$ cat src/sxa_pkg.sv
// Types, character codes and constant helpers for the sexagesimal angle parser.
package sxa_pkg;

    localparam int FRAC_DIGITS_DEF = 6;
    localparam int VALUE_BITS_DEF  = 48;
    localparam int ANGLE_W         = 48;
    localparam int NUM_PARTS       = 3;
    localparam int PART_W          = 2;
    localparam logic [PART_W-1:0] LAST_PART = PART_W'(NUM_PARTS - 1);

    // Character codes
    localparam logic [7:0] CH_NUL   = 8'h00;
    localparam logic [7:0] CH_TAB   = 8'h09;
    localparam logic [7:0] CH_CR    = 8'h0D;
    localparam logic [7:0] CH_SPACE = 8'h20;
    localparam logic [7:0] CH_PLUS  = 8'h2B;
    localparam logic [7:0] CH_COMMA = 8'h2C;
    localparam logic [7:0] CH_MINUS = 8'h2D;
    localparam logic [7:0] CH_POINT = 8'h2E;
    localparam logic [7:0] CH_0     = 8'h30;
    localparam logic [7:0] CH_9     = 8'h39;
    localparam logic [7:0] CH_COLON = 8'h3A;

    // Field phase: skip before kind is sampled, skip with kind held,
    // parsing parts, ignoring text after the third colon.
    typedef enum logic [1:0] {
        PH_SKIP_NEW,
        PH_SKIP_HELD,
        PH_PARSE,
        PH_IGNORE
    } sxa_phase_t;

    typedef struct packed {
        logic [7:0] ch;
        logic       kind;
    } sxa_text_t;

    typedef struct packed {
        logic signed [ANGLE_W-1:0] angle;
        logic                      saturated;
        logic                      string_end;
    } sxa_result_t;

    // 10^k for elaboration-time constants
    function automatic longint unsigned pow10(int k);
        longint unsigned acc;
        acc = 64'd1;
        for (int i = 0; i < k; i++)
        begin
            acc = acc * 64'd10;
        end
        return acc;
    endfunction

    // Weight of degrees/hours, minutes, seconds in seconds
    function automatic longint unsigned part_weight(int idx);
        longint unsigned w;
        case (idx)
            0:       w = 64'd3600;
            1:       w = 64'd60;
            default: w = 64'd1;
        endcase
        return w;
    endfunction

    function automatic logic is_terminator(logic [7:0] c);
        return (c == CH_NUL) || (c == CH_SPACE) || (c == CH_COMMA);
    endfunction

endpackage

$ cat src/sexagesimal_text_to_angle.sv
// Streaming sexagesimal angle text parser, one character per beat.
//
//   channel | dir | payload       | beat
//   --------+-----+---------------+-----------------------------------------
//   text    | in  | sxa_text_t    | one character and its kind bit
//   result  | out | sxa_result_t  | one fixed-point angle per ended field
//
// Takes one character per cycle while text_ready is high. A field's result
// passes from its ending character through the finish stage (sign, scale
// by 15, clamp) and then the output register.
// text_ready falls only when both the finish stage and the output register
// hold results and result_ready is low.
// Reset clears all field state, the held kind and the valid flags of both result stages.
module sexagesimal_text_to_angle
    import sxa_pkg::*;
#(
    parameter int FRAC_DIGITS = FRAC_DIGITS_DEF,
    parameter int VALUE_BITS  = VALUE_BITS_DEF
)
(
    input  logic        clk,
    input  logic        rst_n,
    input  logic        text_valid,
    output logic        text_ready,
    input  sxa_text_t   text,
    output logic        result_valid,
    input  logic        result_ready,
    output sxa_result_t result
);

    localparam longint unsigned LIMIT = (64'd1 << (VALUE_BITS - 1)) - 64'd1;
    localparam int WIDE_W     = VALUE_BITS + 4;
    localparam int FRAC_W     = $clog2(64'd3600 * pow10(FRAC_DIGITS));
    localparam int FRAC_CMP_W = (FRAC_W > VALUE_BITS) ? FRAC_W : VALUE_BITS;
    localparam int FD_W       = $clog2(FRAC_DIGITS + 1);
    localparam int FD_IDX_W   = (FRAC_DIGITS > 1) ? $clog2(FRAC_DIGITS) : 1;

    localparam logic [VALUE_BITS-1:0]        LIMIT_V  = VALUE_BITS'(LIMIT);
    localparam logic [WIDE_W-1:0]            LIMIT_W  = WIDE_W'(LIMIT);
    localparam logic [FRAC_CMP_W-1:0]        LIMIT_F  = FRAC_CMP_W'(LIMIT);
    localparam logic signed [VALUE_BITS-1:0] RT_MAX   = VALUE_BITS'(LIMIT);
    localparam logic signed [VALUE_BITS-1:0] RT_MIN   = -RT_MAX;
    localparam logic signed [VALUE_BITS:0]   SUM_MAX  = (VALUE_BITS + 1)'(LIMIT);
    localparam logic signed [VALUE_BITS:0]   SUM_MIN  = -SUM_MAX;
    localparam logic [FD_W-1:0]              FD_LAST  = FD_W'(FRAC_DIGITS);

    // Field state
    sxa_phase_t                    phase_reg, phase_next;
    logic                          kind_reg, kind_next;
    logic [PART_W-1:0]             part_reg, part_next;
    logic                          field_neg_reg, field_neg_next;
    logic                          part_neg_reg, part_neg_next;
    logic                          started_reg, started_next;
    logic [VALUE_BITS-1:0]         whole_reg, whole_next;
    logic                          whole_big_reg, whole_big_next;
    logic [FRAC_W-1:0]             frac_reg, frac_next;
    logic [FD_W-1:0]               fd_reg, fd_next;
    logic                          point_reg, point_next;
    logic                          stopped_reg, stopped_next;
    logic                          colon_reg, colon_next;
    logic signed [VALUE_BITS-1:0]  rt_reg, rt_next;
    logic                          clip_reg, clip_next;

    // Finish stage
    logic                          fin_valid_reg, fin_valid_next;
    logic signed [VALUE_BITS-1:0]  fin_rt_reg, fin_rt_next;
    logic                          fin_neg_reg, fin_neg_next;
    logic                          fin_scale_reg, fin_scale_next;
    logic                          fin_clip_reg, fin_clip_next;
    logic                          fin_nul_reg, fin_nul_next;

    // Output register
    logic                          result_valid_reg, result_valid_next;
    sxa_result_t                   result_reg, result_next;

    // Per-part constant tables
    logic [VALUE_BITS-1:0]         whole_unit [NUM_PARTS];
    logic                          unit_clip  [NUM_PARTS];
    logic [FRAC_W-1:0]             frac_step  [NUM_PARTS][FRAC_DIGITS];

    for (genvar p = 0; p < NUM_PARTS; p++)
    begin : g_part
        localparam longint unsigned SCALE = part_weight(p) * pow10(FRAC_DIGITS);
        assign whole_unit[p] = VALUE_BITS'((SCALE > LIMIT) ? LIMIT : SCALE);
        assign unit_clip[p]  = (SCALE > LIMIT);
        for (genvar k = 0; k < FRAC_DIGITS; k++)
        begin : g_digit
            assign frac_step[p][k] =
                FRAC_W'(part_weight(p) * pow10(FRAC_DIGITS - 1 - k));
        end
    end

    // Character decode
    logic       accept, in_skip, kind_now;
    logic       is_nul, is_term, is_colon, is_minus, is_plus, is_point;
    logic       is_digit, is_ws, skip_char, finish_char, parse_char, close_char;
    logic [3:0] digit;

    assign accept      = text_valid && text_ready;
    assign is_nul      = (text.ch == CH_NUL);
    assign is_term     = is_terminator(text.ch);
    assign is_colon    = (text.ch == CH_COLON);
    assign is_minus    = (text.ch == CH_MINUS);
    assign is_plus     = (text.ch == CH_PLUS);
    assign is_point    = (text.ch == CH_POINT);
    assign is_digit    = text.ch inside {[CH_0:CH_9]};
    assign is_ws       = text.ch inside {[CH_TAB:CH_CR]};
    assign digit       = text.ch[3:0];
    assign in_skip     = (phase_reg == PH_SKIP_NEW) || (phase_reg == PH_SKIP_HELD);
    assign kind_now    = (phase_reg == PH_SKIP_NEW) ? text.kind : kind_reg;
    assign skip_char   = in_skip && ((text.ch == CH_SPACE) || ((text.ch == CH_COMMA) && kind_now));
    assign finish_char = is_term && !skip_char;
    assign parse_char  = (phase_reg == PH_PARSE) || (in_skip && !is_term && !is_minus);
    assign close_char  = parse_char && (is_term || is_colon);

    // Whole digits: scaled value times ten plus digit times the part unit
    logic [WIDE_W-1:0] unit_w, whole_w, digit_whole, whole_acc;
    logic              whole_over;

    assign unit_w      = WIDE_W'(whole_unit[part_reg]);
    assign whole_w     = WIDE_W'(whole_reg);
    assign digit_whole = (digit[0] ? unit_w : '0) + (digit[1] ? (unit_w << 1) : '0)
                       + (digit[2] ? (unit_w << 2) : '0) + (digit[3] ? (unit_w << 3) : '0);
    assign whole_acc   = (whole_w << 3) + (whole_w << 1) + digit_whole;
    assign whole_over  = (whole_acc > LIMIT_W);

    // Fraction digits: add digit times the weight of this decimal place
    logic [FRAC_W-1:0] step_sel, frac_add;

    assign step_sel = frac_step[part_reg][fd_reg[FD_IDX_W-1:0]];
    assign frac_add = (digit[0] ? step_sel : '0) + (digit[1] ? (step_sel << 1) : '0)
                    + (digit[2] ? (step_sel << 2) : '0) + (digit[3] ? (step_sel << 3) : '0);

    // Close a part: saturate whole and fraction units, add into the total
    logic [VALUE_BITS-1:0]        whole_units, frac_units, part_mag;
    logic [VALUE_BITS:0]          mag_sum;
    logic                         frac_over, mag_over;
    logic signed [VALUE_BITS:0]   delta, rt_sum;
    logic signed [VALUE_BITS-1:0] rt_closed;
    logic                         clip_closed;

    assign whole_units = whole_big_reg ? LIMIT_V : whole_reg;
    assign frac_over   = (FRAC_CMP_W'(frac_reg) > LIMIT_F);
    assign frac_units  = frac_over ? LIMIT_V : VALUE_BITS'(frac_reg);
    assign mag_sum     = {1'b0, whole_units} + {1'b0, frac_units};
    assign mag_over    = (mag_sum > {1'b0, LIMIT_V});
    assign part_mag    = mag_over ? LIMIT_V : mag_sum[VALUE_BITS-1:0];
    assign delta       = part_neg_reg ? -$signed({1'b0, part_mag}) : $signed({1'b0, part_mag});
    assign rt_sum      = $signed({rt_reg[VALUE_BITS-1], rt_reg}) + delta;

    always_comb
    begin
        if (rt_sum > SUM_MAX)
        begin
            rt_closed = RT_MAX;
        end
        else if (rt_sum < SUM_MIN)
        begin
            rt_closed = RT_MIN;
        end
        else
        begin
            rt_closed = VALUE_BITS'(rt_sum);
        end
    end

    assign clip_closed = clip_reg || unit_clip[part_reg] || whole_big_reg || frac_over
                      || mag_over || (rt_sum > SUM_MAX) || (rt_sum < SUM_MIN);

    // Handshake between stages
    logic out_load;

    assign out_load   = fin_valid_reg && (!result_valid_reg || result_ready);
    assign text_ready = !fin_valid_reg || !result_valid_reg || result_ready;

    // Phase next state
    always_comb
    begin
        phase_next = phase_reg;
        if (accept)
        begin
            case (phase_reg)
                PH_SKIP_NEW, PH_SKIP_HELD:
                begin
                    if (skip_char)
                    begin
                        phase_next = PH_SKIP_HELD;
                    end
                    else if (is_term)
                    begin
                        phase_next = PH_SKIP_NEW;
                    end
                    else
                    begin
                        phase_next = PH_PARSE;
                    end
                end
                PH_PARSE:
                begin
                    if (is_term)
                    begin
                        phase_next = PH_SKIP_NEW;
                    end
                    else if (is_colon && (part_reg == LAST_PART))
                    begin
                        phase_next = PH_IGNORE;
                    end
                end
                PH_IGNORE:
                begin
                    if (is_term)
                    begin
                        phase_next = PH_SKIP_NEW;
                    end
                end
                default:
                begin
                    phase_next = PH_SKIP_NEW;
                end
            endcase
        end
    end

    // Field datapath and finish-stage load
    always_comb
    begin
        kind_next      = kind_reg;
        part_next      = part_reg;
        field_neg_next = field_neg_reg;
        part_neg_next  = part_neg_reg;
        started_next   = started_reg;
        whole_next     = whole_reg;
        whole_big_next = whole_big_reg;
        frac_next      = frac_reg;
        fd_next        = fd_reg;
        point_next     = point_reg;
        stopped_next   = stopped_reg;
        colon_next     = colon_reg;
        rt_next        = rt_reg;
        clip_next      = clip_reg;
        fin_valid_next = out_load ? 1'b0 : fin_valid_reg;
        fin_rt_next    = close_char ? rt_closed : rt_reg;
        fin_clip_next  = close_char ? clip_closed : clip_reg;
        fin_neg_next   = field_neg_reg;
        fin_scale_next = !kind_now && colon_reg;
        fin_nul_next   = is_nul;

        if (accept)
        begin
            if (phase_reg == PH_SKIP_NEW)
            begin
                kind_next = text.kind;
            end
            if (in_skip && is_minus)
            begin
                field_neg_next = 1'b1;
            end

            if (close_char)
            begin
                // part boundary: fold this part into the total
                rt_next        = rt_closed;
                clip_next      = clip_closed;
                part_neg_next  = 1'b0;
                started_next   = 1'b0;
                whole_next     = '0;
                whole_big_next = 1'b0;
                frac_next      = '0;
                fd_next        = '0;
                point_next     = 1'b0;
                stopped_next   = 1'b0;
                if (is_colon)
                begin
                    colon_next = 1'b1;
                    if (part_reg != LAST_PART)
                    begin
                        part_next = part_reg + 1'b1;
                    end
                end
            end
            else if (parse_char && !stopped_reg)
            begin
                // number syntax within a part
                if (!started_reg && is_ws)
                begin
                    started_next = 1'b0;
                end
                else if (!started_reg && (is_plus || is_minus))
                begin
                    started_next  = 1'b1;
                    part_neg_next = is_minus;
                end
                else if (is_digit)
                begin
                    started_next = 1'b1;
                    if (!point_reg)
                    begin
                        if (whole_over)
                        begin
                            whole_big_next = 1'b1;
                        end
                        else if (!whole_big_reg)
                        begin
                            whole_next = whole_acc[VALUE_BITS-1:0];
                        end
                    end
                    else if (fd_reg < FD_LAST)
                    begin
                        frac_next = frac_reg + frac_add;
                        fd_next   = fd_reg + 1'b1;
                    end
                end
                else if (is_point && !point_reg)
                begin
                    point_next   = 1'b1;
                    started_next = 1'b1;
                end
                else
                begin
                    stopped_next = 1'b1;
                end
            end

            if (finish_char)
            begin
                // field done: hand off and clear for the next field
                fin_valid_next = 1'b1;
                part_next      = '0;
                field_neg_next = 1'b0;
                part_neg_next  = 1'b0;
                started_next   = 1'b0;
                whole_next     = '0;
                whole_big_next = 1'b0;
                frac_next      = '0;
                fd_next        = '0;
                point_next     = 1'b0;
                stopped_next   = 1'b0;
                colon_next     = 1'b0;
                rt_next        = '0;
                clip_next      = 1'b0;
            end
        end
    end

    // Finish stage: sign, right ascension scale by 15, clamp
    logic                         fin_rt_neg, out_negative, scale_over;
    logic [VALUE_BITS-1:0]        fin_abs, out_mag;
    logic [WIDE_W-1:0]            times15;
    logic signed [VALUE_BITS-1:0] out_val;
    logic signed [63:0]           out_wide;

    assign fin_rt_neg   = fin_rt_reg[VALUE_BITS-1];
    assign fin_abs      = fin_rt_neg ? VALUE_BITS'(-fin_rt_reg) : VALUE_BITS'(fin_rt_reg);
    assign out_negative = fin_rt_neg ^ fin_neg_reg;
    assign times15      = (WIDE_W'(fin_abs) << 4) - WIDE_W'(fin_abs);
    assign scale_over   = fin_scale_reg && (times15 > LIMIT_W);
    assign out_mag      = !fin_scale_reg ? fin_abs
                        : (scale_over ? LIMIT_V : times15[VALUE_BITS-1:0]);
    assign out_val      = out_negative ? -$signed(out_mag) : $signed(out_mag);
    assign out_wide     = 64'(out_val);

    always_comb
    begin
        result_next            = result_reg;
        result_valid_next      = result_valid_reg && !result_ready;
        if (out_load)
        begin
            result_valid_next      = 1'b1;
            result_next.angle      = out_wide[ANGLE_W-1:0];
            result_next.saturated  = fin_clip_reg || scale_over;
            result_next.string_end = fin_nul_reg;
        end
    end

    // Control and field state
    always_ff @(posedge clk or negedge rst_n)
    begin
        if (!rst_n)
        begin
            phase_reg        <= PH_SKIP_NEW;
            kind_reg         <= 1'b0;
            part_reg         <= '0;
            field_neg_reg    <= 1'b0;
            part_neg_reg     <= 1'b0;
            started_reg      <= 1'b0;
            whole_reg        <= '0;
            whole_big_reg    <= 1'b0;
            frac_reg         <= '0;
            fd_reg           <= '0;
            point_reg        <= 1'b0;
            stopped_reg      <= 1'b0;
            colon_reg        <= 1'b0;
            rt_reg           <= '0;
            clip_reg         <= 1'b0;
            fin_valid_reg    <= 1'b0;
            result_valid_reg <= 1'b0;
        end
        else
        begin
            phase_reg        <= phase_next;
            kind_reg         <= kind_next;
            part_reg         <= part_next;
            field_neg_reg    <= field_neg_next;
            part_neg_reg     <= part_neg_next;
            started_reg      <= started_next;
            whole_reg        <= whole_next;
            whole_big_reg    <= whole_big_next;
            frac_reg         <= frac_next;
            fd_reg           <= fd_next;
            point_reg        <= point_next;
            stopped_reg      <= stopped_next;
            colon_reg        <= colon_next;
            rt_reg           <= rt_next;
            clip_reg         <= clip_next;
            fin_valid_reg    <= fin_valid_next;
            result_valid_reg <= result_valid_next;
        end
    end

    // Stage payloads
    always_ff @(posedge clk)
    begin
        if (accept && finish_char)
        begin
            fin_rt_reg    <= fin_rt_next;
            fin_neg_reg   <= fin_neg_next;
            fin_scale_reg <= fin_scale_next;
            fin_clip_reg  <= fin_clip_next;
            fin_nul_reg   <= fin_nul_next;
        end
        result_reg <= result_next;
    end

    assign result_valid = result_valid_reg;
    assign result       = result_reg;

endmodule

$ cat config.mk
export PLATFORM = sky130hd
export DESIGN_NAME = sexagesimal_text_to_angle
export DESIGN_NICKNAME = d
export VERILOG_FILES = /design/src/sxa_pkg.sv /design/src/sexagesimal_text_to_angle.sv
export SDC_FILE = /design/constraint.sdc
export NUM_CORES = 2
export LEC_CHECK = 0
export ABC_AREA = 1
export BUFFER_PORTS_ARGS = -buffer_cell sky130_fd_sc_hd__buf_2
export CORE_MARGIN = 5
export CORE_UTILIZATION = 55
export CTS_CLUSTER_SIZE = 20
export DETAILED_ROUTE_END_ITERATION = 12
export PLACE_DENSITY = 0.75
export SLEW_MARGIN = 0
export SYNTH_ARGS = -nofsm -noshare
export SYNTH_HDL_FRONTEND = slang
export SYNTH_SLANG_ARGS = --single-unit
$ cat constraint.sdc
create_clock -name clk -period 9.1 [get_ports clk]
set_input_delay 0.91 -clock clk [delete_from_list [all_inputs] [get_ports clk]]
set_output_delay 0.91 -clock clk [all_outputs]
set_load 0.01 [all_outputs]
==> results.txt <==
* Number of buffers between clock root and the deepest sink: 3
- The final layout contains routed wiring with a total length of 108000 um.
* Number of rows created at floorplan: 91
- Number of unique standard cell types used by synthesis: 58
- The first TritonRoute pass finished after 8 iterations.
- Category of cells accounting for the largest share of critical-path delay: simple AND/OR/NAND/NOR gates
- The synthesized design devotes to its leading area cell type 14.1% of total area.
* Met2 routing resource usage after global routing: 54.8%
- Most used routing layer: met2
- After synthesis, the cell types taking the most area are nand2_1 14%, ha_1 11%, dfrtp_1 11%.
- Final setup violation count: 0
- CTS tree: yes
* CTS Hold Buffers Added: 0
* Vias in the first global route: 32900
- The worst setup path is captured at a flop.
- The tree is rooted in a clkbuf_16.
* Grt met3 use: 3.50%
* Cell taking the most area after synthesis: nand2_1
- Met1 Use GR: 40.2%
- Cells after synthesis: 5115
- Summing all multi-input logic gate instances after layout gives 24800 um2.
- The count of final hold-check violations is 0.
- The critical path is of the flop to flop type.
- After detailed routing, the number of remaining DRC violations is 0.
- In this run the horizontal extent of the chip is 260 um.
- Worst slack at placement: 837 ps
- Slowest stage cell on the critical path: dfrtp_1
- Floorplan die area: 67700 um2
* Slew @ Worst Pin: 1130 ps
* I/O pins: 65
- The floorplan step defined a core boundary enclosing 61800 um2.
- In this run the tool buffered the top-level ports with 64 buffer cells.
- Worst endpoint required time: 9420 ps
- Max H-tree Level: 1
* Number of flip-flops under the largest register name: 50
- Antenna Diode Count: 0
- Summed instance area of the synthesized netlist: 34400 um2
- For this design the static power due to leakage is 18.8 nW.
- Data arrival at the endpoint of the critical path: 8580 ps
* Shortest period the worst path allows: 8260 ps
- The final number of max-transition violations is 0.
- Sum of overflow across all layers after global routing: 0
- In the synthesized netlist the dominant register cell turns out to be dfrtp_1.
* Via-to-Cell Ratio: 5.66
- Pwr/cell area: 149 nW/um2
- In the synthesized netlist the async set-or-reset flop fraction comes to 58.7%.
* Most frequent cells in the layout: 1287 x nand2_1, 676 x nor2_1, 630 x inv_1, 319 x a21oi_1, 316 x o21ai_0
* YS warnings: 0
- Residual antenna-violating net count after detailed routing: 0
- Total Power: 0.00542 W
* Initial standard-cell utilization of the core: 55.7%
* Average wire length per cell after detail routing: 18.1 um
- The worst path meets setup with 838 ps of slack.
* Category of the worst setup path launch point: flop
* Filler Cells Inserted: 6086
* Register area share after synthesis: 19.4%
* Drt first-iter violations: 2662
* Final total negative setup slack: 0 ps
- Net count of the mapped netlist: 5590
- Entering global routing, the biggest net connects 76 pins.
- Counting flops with a built-in enable in the synthesized netlist gives 102.
- Most common cell after layout, fill and taps aside: nand2_1
- Status: finished clean
* Largest fanout on the critical path: 70
- After clock tree synthesis, the clock-pin slew on the worst setup and hold paths is 60 ps.
- Count of state elements after synthesis: 247
- Once the clock tree was built, the setup fixing pass inserted 0 buffers.
- Final setup skew: 21.1 ps
- Once the clock tree was built, the resizer swapped 0 gates to a different size.
- Initial antenna violation count: 0
- DR vias: 33900
- The tool flagged a number of max-cap violations equal to 0.
* First-pass GRT wire length: 173000 um
- For this run, the slowest stage of the critical path takes 610 ps.
- In this design, the critical path's most frequently occurring cell is nand2_1.
* Die Height: 260 um
- Register Area: 6690 um2
* Final GP Congestion: 1.03
- The area growth from synthesis to layout is 5.88%.
- In this run the worst hold path is classified as input port to async pin.
- Combined buffer and inverter count along the critical path: 7
- After layout, the worst path uses 90.8% of the clock period.
* Final Core Density: 58.9%
- Static timing analysis puts the maximum clock frequency at 121 MHz.
* Share of layout cells above drive strength 1: 5.78%
- Clock sinks: 247
* Largest vdd supply drop: 154 uV
* Total global-route track usage: 31.6%
* Latest clock arrival within the worst-skew pair: 610 ps
* HPWL after DPL: 89400 um
- RSZ-0062 raised after global routing: no
- Number of nets in the layout: 5606
* Worst slew margin relative to its limit: 24.7%
- Clock tree synthesis inserted a total of 30 buffers.
* Syn Area/Cell: 6.73 um2
## cell usage after synthesis (49+ instances only)
| cell type | number |
|---|---|
| xor2_1 | 181 |
| nor2_1 | 679 |
| nor3_1 | 49 |
| nand3_1 | 254 |
| or2_2 | 96 |
| fa_1 | 157 |
| inv_1 | 631 |
| ha_1 | 305 |
| o21ai_0 | 316 |
| a21oi_1 | 319 |
| xnor2_1 | 91 |
| nand2_1 | 1288 |
| edfxtp_1 | 102 |
| nand4_1 | 61 |
| clkbuf_1 | 61 |
| dfrtp_1 | 145 |
## final timing paths
path                            cells after the start       endpoint  slack (ps)           from
worst min-delay path                                1   frac_reg[18]         260          rst_n
min in group clk                                    0      result[0]         440    fin_nul_reg
worst min register to register                      0      result[0]         440    fin_nul_reg
worst max register to register                     44  fin_rt_reg[7]         840  whole_big_reg
worst max-delay path                               44  fin_rt_reg[7]         840  whole_big_reg
max in group asynchronous                           2     rt_reg[45]        7500          rst_n
## routing by layer
metal	up-vias	part of all wire, %
li1	16700	-
met1	15900	42
met2	1143	48
met3	230	6.0
met4	0	4.9
met5	-	0
## per-stage QoR
| stage | hold WS [ps] | cells | area [um2] |
|---|---|---|---|
| after floorplan | 400 | 5115 | 34400 |
| after global placement | 405 | 5936 | 35500 |
| after detailed placement | 423 | 5936 | 35500 |
| after CTS | 247 | 5992 | 36400 |
| after global routing | 276 | 5992 | 36400 |
| final | 262 | 5992 | 36400 |
## power by group
part	total [W]	internal (W)	switching [W]
clock network	0.00120	0.000674	0.000531
logic	0.00289	0.000915	0.00198
registers	0.00133	0.00124	0.0000854
total	0.00542	0.00283	0.00259
## area by class of cell
type	instances	share of cell area [%]
multi-input combinational	4115	68.0
sequential	247	18.4
inverter	647	6.68
tap	837	2.87
clock buffer	41	2.20
timing repair buffer	90	1.47
clock inverter	15	0.409
## cells by family after synthesis
logic type,count (synthesis),synth area share (%)
AO/OA/AOI/OAI,854,13.9
XOR/XNOR,272,6.92
adder cells (fa/ha/maj),462,20.2
buffers and inverters,753,8.66
flip-flops,247,19.4
other,1,0.0109
AND/OR/NAND/NOR,2526,30.8
(Power assumes the default switching activity.)
